<file path="config.mk">
export PLATFORM = sky130hd
export DESIGN_NAME = master_gain_clip_meter_flat
export DESIGN_NICKNAME = d
export VERILOG_FILES = /design/src/rtl/mgc_pkg.sv /design/src/rtl/mgc_in_if.sv /design/src/rtl/mgc_out_if.sv /design/src/rtl/master_gain_clip_meter.sv /design/src/rtl/mgc_front.sv /design/src/rtl/mgc_queue.sv /design/src/rtl/mgc_back.sv /design/src/flat_wrapper.sv
export SDC_FILE = /design/constraint.sdc
export NUM_CORES = 2
export LEC_CHECK = 0
export ABC_AREA = 1
export BUFFER_PORTS_ARGS = -buffer_cell sky130_fd_sc_hd__buf_2
export CAP_MARGIN = 30
export CORE_AREA = 2 2 232 463
export DETAILED_ROUTE_END_ITERATION = 16
export DIE_AREA = 0 0 234 465
export GPL_TIMING_DRIVEN = 0
export PLACE_DENSITY = 0.81
export SYNTH_ARGS = -nofsm -noshare
export SYNTH_HDL_FRONTEND = slang
export SYNTH_SLANG_ARGS = --single-unit
</file>
<file path="constraint.sdc">
create_clock -name clk -period 16.08 [get_ports clk]
set_input_delay 1.608 -clock clk [delete_from_list [all_inputs] [get_ports clk]]
set_output_delay 1.608 -clock clk [all_outputs]
set_load 0.05 [all_outputs]
</file>
<file path="src/rtl/mgc_pkg.sv">
package mgc_pkg;

  localparam int unsigned SAMPLE_W = 24;
  localparam int unsigned GAIN_W   = 16;
  localparam int unsigned OUT_W    = 21;
  localparam int unsigned MAG_W    = 20;
  localparam int unsigned SUM_W    = 54;
  localparam int unsigned CNT_W    = 16;
  localparam int unsigned PROD_W   = SAMPLE_W + GAIN_W;
  localparam int unsigned GAIN_SHIFT = 14;
  localparam int unsigned SQ_W     = 2 * MAG_W;

  localparam logic [MAG_W-1:0]  ONE_Q19    = MAG_W'(524288);
  localparam logic [GAIN_W-1:0] GAIN_RESET = GAIN_W'(16384);

  // Divide and square root step counts
  localparam int unsigned DIV_STEPS  = SUM_W;
  localparam int unsigned SQRT_STEPS = MAG_W;
  localparam int unsigned STEP_W     = 6;

  // Register indexes on the APB port
  localparam logic REG_MASTER_GAIN = 1'b0;
  localparam logic REG_MUTE        = 1'b1;

  // One word handed from the front to the back through the queue
  typedef struct packed {
    logic signed [OUT_W-1:0] sample;
    logic                    closes;
    logic [MAG_W-1:0]        peak;
    logic [SUM_W-1:0]        sum;
    logic [CNT_W-1:0]        count;
  } mgc_entry_t;

  typedef enum logic [1:0] {
    ST_IDLE,
    ST_DIV,
    ST_SQRT,
    ST_DONE
  } mgc_state_t;

endpackage

</file>
<file path="src/rtl/mgc_in_if.sv">
interface mgc_in_if;
  logic               valid;
  logic               ready;
  logic signed [23:0] mixed_sample;
  logic               last_in_block;

  modport source (output valid, output mixed_sample, output last_in_block, input ready);
  modport sink   (input valid, input mixed_sample, input last_in_block, output ready);
endinterface

</file>
<file path="src/rtl/mgc_out_if.sv">
interface mgc_out_if;
  logic               valid;
  logic               ready;
  logic signed [20:0] out_sample;
  logic               meter_valid;
  logic [19:0]        block_peak;
  logic [19:0]        block_rms;

  modport source (output valid, output out_sample, output meter_valid, output block_peak,
                  output block_rms, input ready);
  modport sink   (input valid, input out_sample, input meter_valid, input block_peak,
                  input block_rms, output ready);
endinterface

</file>
<file path="src/rtl/master_gain_clip_meter.sv">
// Channel   Dir   Words carried
// -------   ---   ------------------------------------------------------
// in_ch     in    mixed_sample (Q4.19), last_in_block
// out_ch    out   out_sample (Q1.19), meter_valid, block_peak, block_rms
// apb       in    reg 0 master_gain (Q2.14) at 0x0, reg 1 mute at 0x4
//
// Ordinary samples stream at one word per cycle while neither side stalls, through
// the gain pipeline stages into the queue and then through the output register.
// A word that closes a block holds the back through 54 divide steps for the mean
// square and 20 root steps, with the idle and done states around them;
// the queue keeps the front running meanwhile until it fills.
// rst is synchronous and clears all control state; master_gain returns to unity.
// Either side may stall at any time; the queue and output register part them.
module master_gain_clip_meter #(
  parameter int unsigned MAX_BLOCK_SAMPLES = 32768,
  parameter int unsigned QUEUE_DEPTH       = 4
) (
  input  logic        clk,
  input  logic        rst,
  mgc_in_if.sink      in_ch,
  mgc_out_if.source   out_ch,
  input  logic        psel,
  input  logic        penable,
  input  logic        pwrite,
  input  logic [2:0]  paddr,
  input  logic [31:0] pwdata,
  output logic [31:0] prdata,
  output logic        pready
);
  import mgc_pkg::*;

  logic [GAIN_W-1:0] master_gain;
  logic              mute;
  logic              cfg_wr;
  logic              reg_sel;

  logic              push;
  mgc_entry_t        push_entry;
  logic              q_full;
  logic              pop;
  mgc_entry_t        head;
  logic              q_empty;

  // Register file: word index is the address over four
  assign pready  = 1'b1;
  assign reg_sel = paddr[2];
  assign cfg_wr  = psel && penable && pwrite && pready;

  always_ff @(posedge clk) begin
    if (rst) begin
      master_gain <= GAIN_RESET;
      mute        <= 1'b0;
    end else if (cfg_wr) begin
      unique case (reg_sel)
        REG_MASTER_GAIN: master_gain <= pwdata[GAIN_W-1:0];
        REG_MUTE:        mute        <= pwdata[0];
        default: begin
        end
      endcase
    end
  end

  always_comb begin
    unique case (reg_sel)
      REG_MASTER_GAIN: prdata = {{(32-GAIN_W){1'b0}}, master_gain};
      REG_MUTE:        prdata = {31'b0, mute};
      default:         prdata = '0;
    endcase
  end

  // Front: gain, clamp, block accumulate
  mgc_front #(
    .MAX_BLOCK_SAMPLES(MAX_BLOCK_SAMPLES)
  ) u_front (
    .clk          (clk),
    .rst          (rst),
    .in_valid     (in_ch.valid),
    .in_ready     (in_ch.ready),
    .mixed_sample (in_ch.mixed_sample),
    .last_in_block(in_ch.last_in_block),
    .master_gain  (master_gain),
    .mute         (mute),
    .push         (push),
    .push_entry   (push_entry),
    .q_full       (q_full)
  );

  // Hold words while the back works on a block end
  mgc_queue #(
    .DEPTH(QUEUE_DEPTH)
  ) u_queue (
    .clk       (clk),
    .rst       (rst),
    .push      (push),
    .push_entry(push_entry),
    .full      (q_full),
    .pop       (pop),
    .head      (head),
    .empty     (q_empty)
  );

  // Back: pass samples, or divide and root on a block end
  mgc_back u_back (
    .clk        (clk),
    .rst        (rst),
    .head       (head),
    .empty      (q_empty),
    .pop        (pop),
    .out_valid  (out_ch.valid),
    .out_ready  (out_ch.ready),
    .out_sample (out_ch.out_sample),
    .meter_valid(out_ch.meter_valid),
    .block_peak (out_ch.block_peak),
    .block_rms  (out_ch.block_rms)
  );

  assert property (@(posedge clk) disable iff (rst) cfg_wr && reg_sel == REG_MUTE
                   |=> mute == $past(pwdata[0]))
    else $error("mute write lost");
  assert property (@(posedge clk) disable iff (rst) push |-> !q_full)
    else $error("front pushed into full queue");
  assert property (@(posedge clk) disable iff (rst) pop |-> !q_empty)
    else $error("back popped empty queue");

endmodule

</file>
<file path="src/rtl/mgc_front.sv">
module mgc_front #(
  parameter int unsigned MAX_BLOCK_SAMPLES = 32768
) (
  input  logic                        clk,
  input  logic                        rst,
  input  logic                        in_valid,
  output logic                        in_ready,
  input  logic signed [23:0]          mixed_sample,
  input  logic                        last_in_block,
  input  logic [15:0]                 master_gain,
  input  logic                        mute,
  output logic                        push,
  output mgc_pkg::mgc_entry_t         push_entry,
  input  logic                        q_full
);
  import mgc_pkg::*;

  logic                    s1_valid;
  logic [PROD_W-1:0]       s1_prod;
  logic                    s1_neg;
  logic                    s1_last;
  logic                    s2_valid;
  logic [MAG_W-1:0]        s2_amag;
  logic signed [OUT_W-1:0] s2_sample;
  logic [SQ_W-1:0]         s2_sq;
  logic                    s2_last;

  logic [MAG_W-1:0]        peak;
  logic [SUM_W-1:0]        sum;
  logic [CNT_W-1:0]        count;

  logic                    in_neg;
  logic [SAMPLE_W-1:0]     in_mag;
  logic [PROD_W-1:0]       in_prod;
  logic [PROD_W:0]         q_sum;
  logic [PROD_W-GAIN_SHIFT:0] q;
  logic [MAG_W-1:0]        amag;
  logic signed [OUT_W-1:0] sample_c;
  logic                    s1_adv;
  logic                    s2_take;
  logic [MAG_W-1:0]        peak_next;
  logic [SUM_W-1:0]        sum_next;
  logic [CNT_W-1:0]        count_next;
  logic                    closes;

  // Stage 1: magnitude times gain
  assign in_neg  = mixed_sample[SAMPLE_W-1];
  assign in_mag  = in_neg ? (SAMPLE_W'(0) - SAMPLE_W'(mixed_sample)) : SAMPLE_W'(mixed_sample);
  assign in_prod = {{GAIN_W{1'b0}}, in_mag} * {{SAMPLE_W{1'b0}}, master_gain};

  // Stage 2: floor shift, clamp, mute, sign back on
  assign q_sum = {1'b0, s1_prod} + (s1_neg ? (PROD_W+1)'((1 << GAIN_SHIFT) - 1)
                                             : (PROD_W+1)'(0));
  assign q     = q_sum[PROD_W:GAIN_SHIFT];
  always_comb begin
    if (mute) begin
      amag = '0;
    end else if (q > (PROD_W-GAIN_SHIFT+1)'(ONE_Q19)) begin
      amag = ONE_Q19;
    end else begin
      amag = q[MAG_W-1:0];
    end
  end
  assign sample_c = (s1_neg && amag != '0) ? (OUT_W'(0) - OUT_W'(amag)) : OUT_W'(amag);

  assign push     = s2_valid && !q_full;
  assign s2_take  = !s2_valid || push;
  assign s1_adv   = s1_valid && s2_take;
  assign in_ready = !s1_valid || s2_take;

  // Block accumulators, updated as a word leaves for the queue
  assign peak_next  = (s2_amag > peak) ? s2_amag : peak;
  assign sum_next   = sum + SUM_W'(s2_sq);
  assign count_next = count + CNT_W'(1);
  assign closes     = s2_last || ({1'b0, count_next} >= (CNT_W+1)'(MAX_BLOCK_SAMPLES));

  always_comb begin
    push_entry.sample = s2_sample;
    push_entry.closes = closes;
    push_entry.peak   = peak_next;
    push_entry.sum    = sum_next;
    push_entry.count  = count_next;
  end

  always_ff @(posedge clk) begin
    if (rst) begin
      s1_valid <= 1'b0;
      s2_valid <= 1'b0;
      peak     <= '0;
      sum      <= '0;
      count    <= '0;
    end else begin
      if (in_ready) begin
        s1_valid <= in_valid;
      end
      if (s2_take) begin
        s2_valid <= s1_valid;
      end
      if (push) begin
        if (closes) begin
          peak  <= '0;
          sum   <= '0;
          count <= '0;
        end else begin
          peak  <= peak_next;
          sum   <= sum_next;
          count <= count_next;
        end
      end
    end
  end

  always_ff @(posedge clk) begin
    if (in_ready && in_valid) begin
      s1_prod <= in_prod;
      s1_neg  <= in_neg;
      s1_last <= last_in_block;
    end
    if (s1_adv) begin
      s2_amag   <= amag;
      s2_sample <= sample_c;
      s2_sq     <= {{MAG_W{1'b0}}, amag} * {{MAG_W{1'b0}}, amag};
      s2_last   <= s1_last;
    end
  end

  assert property (@(posedge clk) disable iff (rst) push && closes |=> count == '0)
    else $error("accumulators not cleared after block end");
  assert property (@(posedge clk) disable iff (rst)
                   s1_valid && !s2_take |=> s1_valid && $stable(s1_prod))
    else $error("stage 1 lost while stalled");
  assert property (@(posedge clk) disable iff (rst) s2_valid |-> s2_amag <= ONE_Q19)
    else $error("clamp exceeded");

endmodule

</file>
<file path="src/rtl/mgc_queue.sv">
module mgc_queue #(
  parameter int unsigned DEPTH = 4
) (
  input  logic                clk,
  input  logic                rst,
  input  logic                push,
  input  mgc_pkg::mgc_entry_t push_entry,
  output logic                full,
  input  logic                pop,
  output mgc_pkg::mgc_entry_t head,
  output logic                empty
);
  import mgc_pkg::*;

  localparam int unsigned PTR_W = $clog2(DEPTH);
  localparam int unsigned FILL_W = $clog2(DEPTH + 1);

  mgc_entry_t        mem [DEPTH];
  logic [PTR_W-1:0]  wr_ptr;
  logic [PTR_W-1:0]  rd_ptr;
  logic [FILL_W-1:0] fill;

  assign full  = fill == FILL_W'(DEPTH);
  assign empty = fill == '0;
  assign head  = mem[rd_ptr];

  always_ff @(posedge clk) begin
    if (push) begin
      mem[wr_ptr] <= push_entry;
    end
  end

  always_ff @(posedge clk) begin
    if (rst) begin
      wr_ptr <= '0;
      rd_ptr <= '0;
      fill   <= '0;
    end else begin
      if (push) begin
        wr_ptr <= (wr_ptr == PTR_W'(DEPTH - 1)) ? '0 : wr_ptr + PTR_W'(1);
      end
      if (pop) begin
        rd_ptr <= (rd_ptr == PTR_W'(DEPTH - 1)) ? '0 : rd_ptr + PTR_W'(1);
      end
      if (push && !pop) begin
        fill <= fill + FILL_W'(1);
      end else if (pop && !push) begin
        fill <= fill - FILL_W'(1);
      end
    end
  end

  assert property (@(posedge clk) disable iff (rst) !(push && full))
    else $error("push into full queue");
  assert property (@(posedge clk) disable iff (rst) !(pop && empty))
    else $error("pop from empty queue");
  assert property (@(posedge clk) disable iff (rst) fill <= FILL_W'(DEPTH))
    else $error("queue fill out of range");

endmodule

</file>
<file path="src/rtl/mgc_back.sv">
module mgc_back (
  input  logic                clk,
  input  logic                rst,
  input  mgc_pkg::mgc_entry_t head,
  input  logic                empty,
  output logic                pop,
  output logic                out_valid,
  input  logic                out_ready,
  output logic signed [20:0]  out_sample,
  output logic                meter_valid,
  output logic [19:0]         block_peak,
  output logic [19:0]         block_rms
);
  import mgc_pkg::*;

  mgc_state_t              state;
  mgc_state_t              state_next;
  logic [STEP_W-1:0]       step;
  logic [SUM_W-1:0]        dvd;
  logic [CNT_W-1:0]        divisor;
  logic [CNT_W-1:0]        rem;
  logic [SQ_W-1:0]         rad;
  logic [MAG_W:0]          srem;
  logic [MAG_W-1:0]        root;
  logic [MAG_W-1:0]        peak_hold;
  logic signed [OUT_W-1:0] sample_hold;

  logic                    out_free;
  logic                    load_pass;
  logic                    load_meter;
  logic                    start;
  logic [CNT_W:0]          div_trial;
  logic [CNT_W:0]          div_diff;
  logic                    div_bit;
  logic [SUM_W-1:0]        dvd_next;
  logic [CNT_W-1:0]        rem_next;
  logic [MAG_W+2:0]        sq_trial;
  logic [MAG_W+2:0]        sq_rem_sh;
  logic [MAG_W+2:0]        sq_diff;
  logic                    sq_bit;

  assign out_free = !out_valid || out_ready;

  // Restoring divide, one quotient bit per cycle
  assign div_trial = {rem, dvd[SUM_W-1]};
  assign div_diff  = div_trial - {1'b0, divisor};
  assign div_bit   = div_trial >= {1'b0, divisor};
  assign rem_next  = div_bit ? div_diff[CNT_W-1:0] : div_trial[CNT_W-1:0];
  assign dvd_next  = {dvd[SUM_W-2:0], div_bit};

  // Digit-by-digit square root, one result bit per cycle
  assign sq_rem_sh = {srem, rad[SQ_W-1:SQ_W-2]};
  assign sq_trial  = {1'b0, root, 2'b01};
  assign sq_diff   = sq_rem_sh - sq_trial;
  assign sq_bit    = sq_rem_sh >= sq_trial;

  always_comb begin
    state_next = state;
    unique case (state)
      ST_IDLE: if (!empty && head.closes) state_next = ST_DIV;
      ST_DIV:  if (step == STEP_W'(DIV_STEPS - 1)) state_next = ST_SQRT;
      ST_SQRT: if (step == STEP_W'(SQRT_STEPS - 1)) state_next = ST_DONE;
      ST_DONE: if (out_free) state_next = ST_IDLE;
      default: state_next = ST_IDLE;
    endcase
  end

  always_comb begin
    load_pass  = 1'b0;
    load_meter = 1'b0;
    start      = 1'b0;
    unique case (state)
      ST_IDLE: begin
        start     = !empty && head.closes;
        load_pass = !empty && !head.closes && out_free;
      end
      ST_DONE: load_meter = out_free;
      default: begin
      end
    endcase
    pop = start || load_pass;
  end

  always_ff @(posedge clk) begin
    if (rst) begin
      state     <= ST_IDLE;
      step      <= '0;
      out_valid <= 1'b0;
    end else begin
      state <= state_next;
      if (state != state_next) begin
        step <= '0;
      end else if (state == ST_DIV || state == ST_SQRT) begin
        step <= step + STEP_W'(1);
      end
      if (out_free) begin
        out_valid <= load_pass || load_meter;
      end
    end
  end

  always_ff @(posedge clk) begin
    if (start) begin
      dvd         <= head.sum;
      divisor     <= head.count;
      rem         <= '0;
      peak_hold   <= head.peak;
      sample_hold <= head.sample;
    end
    if (state == ST_DIV) begin
      dvd <= dvd_next;
      rem <= rem_next;
      // hand the quotient to the root on the last divide step
      if (step == STEP_W'(DIV_STEPS - 1)) begin
        rad  <= dvd_next[SQ_W-1:0];
        srem <= '0;
        root <= '0;
      end
    end
    if (state == ST_SQRT) begin
      rad  <= {rad[SQ_W-3:0], 2'b00};
      srem <= sq_bit ? sq_diff[MAG_W:0] : sq_rem_sh[MAG_W:0];
      root <= {root[MAG_W-2:0], sq_bit};
    end
    if (load_pass) begin
      out_sample  <= head.sample;
      meter_valid <= 1'b0;
      block_peak  <= '0;
      block_rms   <= '0;
    end else if (load_meter) begin
      out_sample  <= sample_hold;
      meter_valid <= 1'b1;
      block_peak  <= peak_hold;
      block_rms   <= root;
    end
  end

  assert property (@(posedge clk) disable iff (rst) state != ST_IDLE |-> !pop)
    else $error("queue popped while a block end is in work");
  assert property (@(posedge clk) disable iff (rst) out_valid |-> block_rms <= ONE_Q19)
    else $error("rms out of range");
  assert property (@(posedge clk) disable iff (rst)
                   out_valid && !meter_valid |-> block_peak == '0 && block_rms == '0)
    else $error("meters not zero outside block end");
  assert property (@(posedge clk) disable iff (rst) state == ST_DIV |-> divisor != '0)
    else $error("divide by zero count");

endmodule
</file>
<file path="src/flat_wrapper.sv">
// flat-port wrapper written by rule: the top's interface ports become plain ports
module master_gain_clip_meter_flat import mgc_pkg::*;
#(
  parameter int unsigned MAX_BLOCK_SAMPLES = 32768,
  parameter int unsigned QUEUE_DEPTH       = 4
)
  (clk, rst, psel, penable, pwrite, paddr, pwdata, prdata, pready, in_ch_valid, in_ch_mixed_sample, in_ch_last_in_block, in_ch_ready, out_ch_valid, out_ch_out_sample, out_ch_meter_valid, out_ch_block_peak, out_ch_block_rms, out_ch_ready);
  mgc_in_if in_ch_i ();
  mgc_out_if out_ch_i ();
  input  logic clk;
  input  logic rst;
  input  logic psel;
  input  logic penable;
  input  logic pwrite;
  input  logic [2:0] paddr;
  input  logic [31:0] pwdata;
  output logic [31:0] prdata;
  output logic pready;
  input wire logic [$bits(in_ch_i.valid)-1:0] in_ch_valid;
  input wire logic [$bits(in_ch_i.mixed_sample)-1:0] in_ch_mixed_sample;
  input wire logic [$bits(in_ch_i.last_in_block)-1:0] in_ch_last_in_block;
  output wire logic [$bits(in_ch_i.ready)-1:0] in_ch_ready;
  output wire logic [$bits(out_ch_i.valid)-1:0] out_ch_valid;
  output wire logic [$bits(out_ch_i.out_sample)-1:0] out_ch_out_sample;
  output wire logic [$bits(out_ch_i.meter_valid)-1:0] out_ch_meter_valid;
  output wire logic [$bits(out_ch_i.block_peak)-1:0] out_ch_block_peak;
  output wire logic [$bits(out_ch_i.block_rms)-1:0] out_ch_block_rms;
  input wire logic [$bits(out_ch_i.ready)-1:0] out_ch_ready;
  assign in_ch_i.valid = in_ch_valid;
  assign in_ch_i.mixed_sample = in_ch_mixed_sample;
  assign in_ch_i.last_in_block = in_ch_last_in_block;
  assign in_ch_ready = in_ch_i.ready;
  assign out_ch_valid = out_ch_i.valid;
  assign out_ch_out_sample = out_ch_i.out_sample;
  assign out_ch_meter_valid = out_ch_i.meter_valid;
  assign out_ch_block_peak = out_ch_i.block_peak;
  assign out_ch_block_rms = out_ch_i.block_rms;
  assign out_ch_i.ready = out_ch_ready;
  master_gain_clip_meter #(.MAX_BLOCK_SAMPLES(MAX_BLOCK_SAMPLES), .QUEUE_DEPTH(QUEUE_DEPTH)) u_core (.clk(clk), .rst(rst), .in_ch(in_ch_i), .out_ch(out_ch_i), .psel(psel), .penable(penable), .pwrite(pwrite), .paddr(paddr), .pwdata(pwdata), .prdata(prdata), .pready(pready));
endmodule
</file>
==> run metrics <==
status=complete, no violations; final WL=between 150000 and 200000 um; PwrDens=115 nW/um^2; GRT overflow=0; R2R Path Start=u_core.u_front.s1_neg; Stages on worst setup path=44; reg2reg setup slack=roughly 5.3 ns; sequential share of the synthesized area=40.8%; family with the most delay on the worst path=adder cells; leakage power=32.4 nW; post-CTS setup buffers=0; Critical path buffers and inverters=6; Initial Util=~63%; worst hold path depth=0; Final TNS setup=0 ns; EDFF count, synth=just under 800; Peak VDD IR=between 0.0001 and 0.00015 V; nets@finish=about 8400; clk_lat worst skew=just over 0.7 ns; Max stage delay cell, worst path=edfxtp_1; Fill cells=a little under 8000; FFs w/ async S/R, synth=0%; core box area=between 100000 and 150000 um^2; Die Wd=between 200 and 250 um; Worst-path clk slew=around 0.07 ns; clock buffer depth=3; H-Tree Depth=3; crit share post-route=67.1%; root buffer cell=clkbuf_16; length of the first detailed-routing pass in iterations=6; WL/cell=between 20 and 25 um; RSZ-0062 raised after global routing=no; largest net degree at the start of global routing=roughly 80; Req. time, crit path=between 15 and 20 ns; timing-limited maximum frequency=92.7 MHz; Vert. Die Dim=approximately 470 um; Initial DRC Count=5310; Sink Count=roughly 970; utilization after layout=just under 70%; Worst Skew=0.0557 ns; cells after synthesis=7048; most common cell after layout, fill and taps aside=nand2_1; synth top area cells=edfxtp_1 (36%), fa_1 (18%), nand2_1 (8.1%), ha_1 (7.2%), inv_1 (6.4%); routed vias/inst=slightly below 6; Synth Cell Area=between 60000 and 70000 um^2; vias=51200; Max-cap violations=0; TritonCTS Buffers=87; fin crit period=around 11 ns; first-pass GRT wire length=approximately 280000 um; GPL Wtd Cong=approximately 1; reg-to-reg endpoint=u_core.u_front.s2_sq[38]; antenna viol nets, final=0; gr usage total=33.9%; Unique masters post-synth=between 60 and 70; Yosys top cell by area=edfxtp_1; #FFs+latches synth=between 900 and 1000; Buffers on Ports=between 100 and 150; Worst Tran Pin Value=roughly 1 ns; CP dominant cell by count=nand2_1; Power Total=8.41 mW; Area Overhead vs Synth=8.98%; CTS tree=done; Worst R2R Path Depth=between 40 and 50; HP Class=reg2reg; num rows=169; dominant synthesized flop cell=edfxtp_1; most frequent cells in the layout=nand2_1 (1452), inv_1 (1145), edfxtp_1 (796), nor2_1 (663), fa_1 (586); I/O pin count=around 160; Synth top area share=35.7%; WHS=about 0.43 ns; final setup vio count=0; DRC viols=0; initial antenna violation count=8; Critical Path End=u_core.u_front.s2_sq[38]; CP Launch Type=register; Ys Warns=0; Crit. End Element=register; CP Class=reg2reg; final hold violations=0; synthesized area per cell=roughly 9.5 um^2; layout cells sized above 1=under 10%; Worst EP arrival=around 11 ns; CTS hold repair buffers=0; fin. max-slew vios=0; post-detailed-placement half-perimeter wirelength=approximately 140000 um; crit path max fanout=19; full die area=between 100000 and 150000 um^2; vias in the first global route=around 52000; Max-slew headroom=between 30 and 40%; launch point of the critical path=u_core.u_front.s1_neg; Resize count post-CTS=0; max incr delay on CP=roughly 0.84 ns
## sequential cells by signal (all words and copies together), names as in the netlist, 21 cells and up, named ones only
register / cells
u_core.u_queue.mem: 448
u_core.u_front.s2_sq: 38
u_core.u_back.srem: 21
u_core.u_back.dvd: 54
u_core.u_front.s1_prod: 40
u_core.u_back.out_sample: 21
u_core.u_back.rad: 40
u_core.u_front.sum: 54
u_core.u_back.sample_hold: 21
## final cells by class
class | instances | area, um^2 | area share, %
timing repair buffer | 151 | 1160 | 1.59
antenna | 1 | 2.50 | 0.00343
clock inverter | 55 | 539 | 0.739
clock buffer | 109 | 2380 | 3.27
tap | 1368 | 1710 | 2.35
sequential | 966 | 27300 | 37.4
buffer | 261 | 1070 | 1.47
multi-input combinational | 4689 | 34400 | 47.1
inverter | 1176 | 4420 | 6.06
## worst min-delay path by stage
stage | from | endpoint | slack, ns
detailed placement | u_core.u_front.s1_last | u_core.u_front.s2_last | 0.43
finish | u_core.u_front.s1_last | u_core.u_front.s2_last | 0.43
global route | u_core.u_front.s1_last | u_core.u_front.s2_last | 0.45
CTS | u_core.u_front.s1_last | u_core.u_front.s2_last | 0.44
global placement | u_core.u_front.s1_last | u_core.u_front.s2_last | 0.41
floorplan | u_core.u_front.s1_last | u_core.u_front.s2_last | 0.40
## per-stage QoR
| stage | instances | worst slack, ns | area [um^2] |
|---|---|---|---|
| global placement | 8585 | 5.27 | 69400 |
| detailed placement | 8609 | 5.14 | 70000 |
| floorplan | 7092 | 7.05 | 67100 |
| CTS | 8773 | 5.53 | 72900 |
| global route | 8776 | 4.67 | 72900 |
| finish | 8776 | 5.30 | 72900 |
## metal layers
metal / track usage [%] / vias up / wire length [um]
met2: 55.0 / 2675 / 86100
met4: 19.4 / 14 / 11800
met1: 41.5 / 24600 / 65200
met3: 7.84 / 638 / 17600
li1: - / 23300 / -
met5: 0 / - / 98
## report_power, final
| part | switching [mW] | total (mW) | internal, mW |
|---|---|---|---|
| sequential | 0.154 | 3.33 | 3.17 |
| combinational | 2.08 | 2.94 | 0.865 |
| clock | 0.956 | 2.14 | 1.18 |
## cells in the mapped netlist (all sizes together), types with 4 or more instances
master / count
a211oi: 12
a21o: 9
a21oi: 439
a221o: 36
a221oi: 6
a31oi: 41
buf: 41
clkbuf: 220
clkinv: 17
dfxtp: 170
edfxtp: 796
fa: 586
ha: 386
inv: 1159
mux2: 20
nand2: 1485
nand3: 126
nand3b: 10
nand4: 30
nor2: 684
nor3: 48
nor4: 11
o2111ai: 5
o211ai: 12
o21a: 10
o21ai: 339
o21bai: 7
o221ai: 4
o22ai: 59
o31ai: 30
o41ai: 12
or2: 15
xnor2: 70
xor2: 136
## kinds of logic (layout without fill, tap and decap cells)
family	after synthesis	count (layout)	share of synthesized area, %
buf+inv	1437	1752	8.20
mux	20	20	0.336
xor+xnor	206	206	2.70
fa+ha+maj	972	972	24.7
flops	966	966	40.8
compound gates	1030	1030	8.69
simple gates	2415	2415	14.5
other cells	2	47	0.0112
## worst register-to-register path: cells and delay by family, from the launching register on
kind	cells	cell delay (ns)
adders and majority gates	9	4.36
and+or+nand+nor	24	3.28
buffers and inverters	6	1.08
DFF	1	0.84
AOI/OAI and AO/OA	4	0.81
xor gates and xnor gates	1	0.16
(Power assumes the default switching activity.)
